`src/sv/isq_pkg.sv`:
```
`default_nettype none

package isq_pkg;

  localparam int DEPTH_DEFAULT = 256;

  localparam int CMD_W     = 4;
  localparam int POS_W     = 9;
  localparam int VAL_W     = 32;
  localparam int ST_W      = 2;
  localparam int CNT_OUT_W = 9;
  localparam int IN_W      = 48;
  localparam int OUT_W     = 48;

  localparam logic [CMD_W-1:0] CMD_PUSH_BACK  = 4'd0;
  localparam logic [CMD_W-1:0] CMD_PUSH_FRONT = 4'd1;
  localparam logic [CMD_W-1:0] CMD_POP_FRONT  = 4'd2;
  localparam logic [CMD_W-1:0] CMD_POP_BACK   = 4'd3;
  localparam logic [CMD_W-1:0] CMD_FRONT      = 4'd4;
  localparam logic [CMD_W-1:0] CMD_BACK       = 4'd5;
  localparam logic [CMD_W-1:0] CMD_READ_AT    = 4'd6;
  localparam logic [CMD_W-1:0] CMD_INSERT_AT  = 4'd7;
  localparam logic [CMD_W-1:0] CMD_REMOVE_AT  = 4'd8;
  localparam logic [CMD_W-1:0] CMD_CLEAR      = 4'd9;

  localparam logic [ST_W-1:0] ST_OK    = 2'd0;
  localparam logic [ST_W-1:0] ST_RANGE = 2'd1;
  localparam logic [ST_W-1:0] ST_FULL  = 2'd2;

  // read address select
  localparam logic [1:0] RD_AT     = 2'd0;
  localparam logic [1:0] RD_IDX_DN = 2'd1;
  localparam logic [1:0] RD_IDX_UP = 2'd2;

  typedef struct packed {
    logic            load;
    logic            idx_from_cnt;
    logic            idx_from_at;
    logic            idx_dec;
    logic            idx_inc;
    logic            rd_en;
    logic [1:0]      rd_sel;
    logic            wr_en;
    logic            wr_shift;
    logic            rv_cap;
    logic            cnt_inc;
    logic            cnt_dec;
    logic            cnt_clr;
    logic            st_set;
    logic [ST_W-1:0] st_code;
    logic            res_load;
  } isq_cmd_t;

  typedef struct packed {
    logic [CMD_W-1:0] op;
    logic             at_gt_cnt;
    logic             at_ge_cnt;
    logic             full;
    logic             idx_gt_at;
    logic             idx_lt_last;
    logic             out_busy;
  } isq_stat_t;

endpackage

`default_nettype wire

```
`src/sv/isq_ctrl.sv`:
```
`default_nettype none

module isq_ctrl import isq_pkg::*; (
  input  wire logic      clk,
  input  wire logic      rst,
  input  wire logic      in_valid,
  output      logic      in_ready,
  input  wire isq_stat_t stat,
  output      isq_cmd_t  cmd
);

  localparam logic [3:0] S_IDLE   = 4'd0;
  localparam logic [3:0] S_DECODE = 4'd1;
  localparam logic [3:0] S_SH_RD  = 4'd2;
  localparam logic [3:0] S_SH_WR  = 4'd3;
  localparam logic [3:0] S_RM_CAP = 4'd4;
  localparam logic [3:0] S_RM_RD  = 4'd5;
  localparam logic [3:0] S_RM_WR  = 4'd6;
  localparam logic [3:0] S_RD_CAP = 4'd7;
  localparam logic [3:0] S_DONE   = 4'd8;

  logic [3:0] state;
  logic [3:0] state_next;

  assign in_ready = state == S_IDLE;

  always_comb begin
    cmd        = '0;
    state_next = state;
    case (state)
      S_IDLE: begin
        if (in_valid) begin
          cmd.load   = 1'b1;
          state_next = S_DECODE;
        end
      end
      S_DECODE: begin
        case (stat.op)
          CMD_PUSH_BACK, CMD_PUSH_FRONT, CMD_INSERT_AT: begin
            if (stat.at_gt_cnt) begin
              cmd.st_set  = 1'b1;
              cmd.st_code = ST_RANGE;
              state_next  = S_DONE;
            end else if (stat.full) begin
              cmd.st_set  = 1'b1;
              cmd.st_code = ST_FULL;
              state_next  = S_DONE;
            end else begin
              cmd.idx_from_cnt = 1'b1;
              state_next       = S_SH_RD;
            end
          end
          CMD_POP_FRONT, CMD_POP_BACK, CMD_REMOVE_AT: begin
            if (stat.at_ge_cnt) begin
              cmd.st_set  = 1'b1;
              cmd.st_code = ST_RANGE;
              state_next  = S_DONE;
            end else begin
              cmd.rd_en  = 1'b1;
              cmd.rd_sel = RD_AT;
              state_next = S_RM_CAP;
            end
          end
          CMD_FRONT, CMD_BACK, CMD_READ_AT: begin
            if (stat.at_ge_cnt) begin
              cmd.st_set  = 1'b1;
              cmd.st_code = ST_RANGE;
              state_next  = S_DONE;
            end else begin
              cmd.rd_en  = 1'b1;
              cmd.rd_sel = RD_AT;
              state_next = S_RD_CAP;
            end
          end
          CMD_CLEAR: begin
            cmd.cnt_clr = 1'b1;
            state_next  = S_DONE;
          end
          default: begin
            cmd.st_set  = 1'b1;
            cmd.st_code = ST_RANGE;
            state_next  = S_DONE;
          end
        endcase
      end
      // move entries up one place, from the back down to the target
      S_SH_RD: begin
        if (stat.idx_gt_at) begin
          cmd.rd_en  = 1'b1;
          cmd.rd_sel = RD_IDX_DN;
          state_next = S_SH_WR;
        end else begin
          cmd.wr_en   = 1'b1;
          cmd.cnt_inc = 1'b1;
          state_next  = S_DONE;
        end
      end
      S_SH_WR: begin
        cmd.wr_en    = 1'b1;
        cmd.wr_shift = 1'b1;
        cmd.idx_dec  = 1'b1;
        state_next   = S_SH_RD;
      end
      S_RM_CAP: begin
        cmd.rv_cap      = 1'b1;
        cmd.idx_from_at = 1'b1;
        state_next      = S_RM_RD;
      end
      // close the gap, moving later entries down one place
      S_RM_RD: begin
        if (stat.idx_lt_last) begin
          cmd.rd_en  = 1'b1;
          cmd.rd_sel = RD_IDX_UP;
          state_next = S_RM_WR;
        end else begin
          cmd.cnt_dec = 1'b1;
          state_next  = S_DONE;
        end
      end
      S_RM_WR: begin
        cmd.wr_en    = 1'b1;
        cmd.wr_shift = 1'b1;
        cmd.idx_inc  = 1'b1;
        state_next   = S_RM_RD;
      end
      S_RD_CAP: begin
        cmd.rv_cap = 1'b1;
        state_next = S_DONE;
      end
      S_DONE: begin
        if (!stat.out_busy) begin
          cmd.res_load = 1'b1;
          state_next   = S_IDLE;
        end
      end
      default: begin
        state_next = S_IDLE;
      end
    endcase
  end

  always_ff @(posedge clk) begin
    if (rst) begin
      state <= S_IDLE;
    end else begin
      state <= state_next;
    end
  end

endmodule

`default_nettype wire

```
`config.mk`:
```
export PLATFORM = sky130hd
export DESIGN_NAME = isq_ctrl
export DESIGN_NICKNAME = d
export VERILOG_FILES = /design/src/sv/isq_pkg.sv /design/src/sv/isq_ctrl.sv
export SDC_FILE = /design/constraint.sdc
export NUM_CORES = 1
export LEC_CHECK = 0
export ABC_AREA = 1
export BUFFER_PORTS_ARGS = -buffer_cell sky130_fd_sc_hd__buf_2
export CORE_MARGIN = 10
export CORE_UTILIZATION = 42
export CTS_CLUSTER_DIAMETER = 40
export DETAILED_ROUTE_END_ITERATION = 12
export GPL_ROUTABILITY_DRIVEN = 0
export PLACE_DENSITY = 0.88
export RECOVER_POWER = 25
export SLEW_MARGIN = 20
export SYNTH_ARGS = -nofsm -noshare
export SYNTH_HDL_FRONTEND = slang
export SYNTH_SLANG_ARGS = --single-unit
```
`constraint.sdc`:
```
create_clock -name clk -period 1.35 [get_ports clk]
set_input_delay 0.135 -clock clk [delete_from_list [all_inputs] [get_ports clk]]
set_output_delay 0.135 -clock clk [all_outputs]
set_load 0.005 [all_outputs]
```
==> impl_metrics.env <==
export IMPL_viasPerCell=5.25
export IMPL_period_minus_slack_ns=1.44
export IMPL_finalCritPeriodShare=1.07
export IMPL_rows=12
export IMPL_largest_reg_flops=4
export IMPL_max_slew_margin=0.797
export IMPL_io_pins=32
export IMPL_antenna_cells=0
export IMPL_finClkSkew_ns=0.00712
export IMPL_h_tree_depth=1
export IMPL_clock_fmax_ghz=0.693
export IMPL_status="finished, violations left"
export IMPL_hpwl_um=1430
export IMPL_routed_wl_um=2110
export IMPL_cts_root_buf="clkbuf_4"
export IMPL_gr_total_overflow=0
export IMPL_antenna_found_initial=0
export IMPL_crit_buf_inv=5
export IMPL_die_area_sq_um=3150
export IMPL_grt_pass1_vias=748
export IMPL_slowest_delay_ns=0.35
export IMPL_vias=798
export IMPL_worstMarginPinSlew_ns=0.301
export IMPL_end_kind="primary output"
export IMPL_cp_slowest_cell="dfxtp_2"
export IMPL_final_nets=153
export IMPL_synth_nets=105
export IMPL_violations="negative setup slack"
export IMPL_hold_path_class="in -> reg"
export IMPL_ys_seq_area_frac=0.146
export IMPL_start_util=0.469
export IMPL_grt_total_usage=0.112
export IMPL_die_h_um=56.2
export IMPL_avgRoutedWirePerCell_um=13.9
export IMPL_cts_inserted_buffers=3
export IMPL_top_regs="state: 4 flops"
export IMPL_drv_slew=0
export IMPL_cts_hold_buf=0
export IMPL_drc=0
export IMPL_cts_tree="built"
export IMPL_arrival_ns=1.31
export IMPL_drv_cap=0
export IMPL_area_growth_pct=65.1
export IMPL_hold_viol=0
export IMPL_rsz0062_at_grt="true"
export IMPL_stdcell_area_sq_um=907
export IMPL_die_w_um=56.2
export IMPL_coreArea_sq_um=1170
export IMPL_pre_cts_ws_ns=0.0818
export IMPL_synth_cell_types=24
export IMPL_drt_pass1_iter_count=4
export IMPL_synth_area_per_cell_sq_um=5.97
export IMPL_crit_family="buffers and inverters"
export IMPL_wl_met1_um=807
export IMPL_top_register="state"
export IMPL_wl_met2_um=1040
export IMPL_final_setup_tns_ns=-0.332
export IMPL_placed_area_sq_um=722
export IMPL_met3_length_um=199
export IMPL_grt_max_degree=8
export IMPL_clock_sinks=4
export IMPL_io_buffers=31
export IMPL_final_common_cell="buf_2"
export IMPL_drtIter0Drc=19
export IMPL_drive_gt1_frac=0.616
export IMPL_synth_warnings=0
export IMPL_cp_max_fo=3
export IMPL_syn_instance_count=92
export IMPL_worstSetupStartpointType="flip-flop"
export IMPL_placed_cells=137
export IMPL_highest_layer="met4"
export IMPL_stdcell_count=152
export IMPL_final_cell_mix="29 x buf_2, 12 x inv_1, 11 x inv_2, 11 x nand2_1, 11 x buf_4"
export IMPL_leakagePower_nw=0.537
export IMPL_clock_latency_ns=0.23
export IMPL_ir_drop_mv=0.628
export IMPL_worst_path_most_repeated_cell="inv_2"
export IMPL_worstSetupPathType="reg -> out"
export IMPL_required_ns=1.22
export IMPL_yosys_register_bits=4
export IMPL_clk_pin_slew_ns=0.04
export IMPL_cts_path_max_buffers=2
export IMPL_synthesis_area_sq_um=549
export IMPL_setup_viol=6
export IMPL_powerDensity_nw_per_um2=814
export IMPL_power_total_uw=738
export IMPL_cp_cell_sequence="inv_2 > nor2_4 > inv_2 > nor2_4 > inv_2 > buf_4 > nor2_1 > buf_2"
export IMPL_antenna_left=0
export IMPL_grt_pass1_wl_um=3040
export IMPL_finalWorstSetupSlack_ns=-0.0935
-- layer usage --
layer  GRT usage  vias to the layer above
met1       0.112                      366
met3      0.0547                        8
met2       0.189                       33
met4      0.0512                        0
met5           0                        -
li1            -                      391
-- synth_stat cells (all sizes together) --
| library cell | instances | share of area |
|---|---|---|
| o31ai | 1 | 0.014 |
| or2 | 1 | 0.011 |
| o211ai | 1 | 0.014 |
| inv | 23 | 0.16 |
| clkinv | 1 | 0.0091 |
| a21oi | 1 | 0.0091 |
| nand4 | 4 | 0.046 |
| nand2 | 16 | 0.12 |
| nor3 | 3 | 0.055 |
| o21ai | 2 | 0.025 |
| nor2 | 18 | 0.18 |
| a211oi | 1 | 0.023 |
| dfxtp | 4 | 0.15 |
| nand3b | 1 | 0.014 |
| a31oi | 1 | 0.011 |
| nor4 | 1 | 0.011 |
| nand3 | 13 | 0.15 |
-- cell families (layout without fill, tap and decap cells) --
kind of cell,count (synthesis),after routing,synth area share
compound gates,7,7,0.0957
buf+inv,24,70,0.166
flops,4,4,0.146
simple gates,57,57,0.592
-- stage by stage --
stage / util / hold WS [ns]
after floorplan: - / 0.204
after global placement: 0.616 / 0.359
after detailed placement: 0.616 / 0.358
after CTS: 0.697 / 0.109
after global routing: 0.775 / 0.116
final: 0.775 / 0.120
-- cell type report --
type                            instances  area, sq um
Sequential cell                         4         87.6
Clock buffer                            3         22.5
Fill cell                              88          264
Timing Repair Buffer                   43          262
Multi-Input combinational cell         64          423
Inverter                               24         95.1
Tap cell                               14         17.5
-- path summary, 6_finish.rpt --
| kind | end | slack (ns) | depth (start not counted) | start |
|---|---|---|---|---|
| max | cmd[13] | -0.09 | 8 | state[2]$_SDFFE_PP0P_ |
| min | state[0]$_SDFFE_PP0P_ | 0.12 | 2 | rst |
| min reg2reg | state[3]$_SDFFE_PP0P_ | 0.68 | 4 | state[3]$_SDFFE_PP0P_ |
| max reg2reg | state[3]$_SDFFE_PP0P_ | 0 | 11 | state[2]$_SDFFE_PP0P_ |
-- power breakdown --
part           internal, mW  switching (mW)
Clock                0.0993          0.0466
Combinational         0.179           0.235
Sequential            0.138          0.0403
-- repair_timing --
item	CTS	global route
pin swaps	2	9
resized for setup	10	12
buffers inserted	5	7
endpoints found under the setup margin	7	12
(Power assumes the default switching activity.)
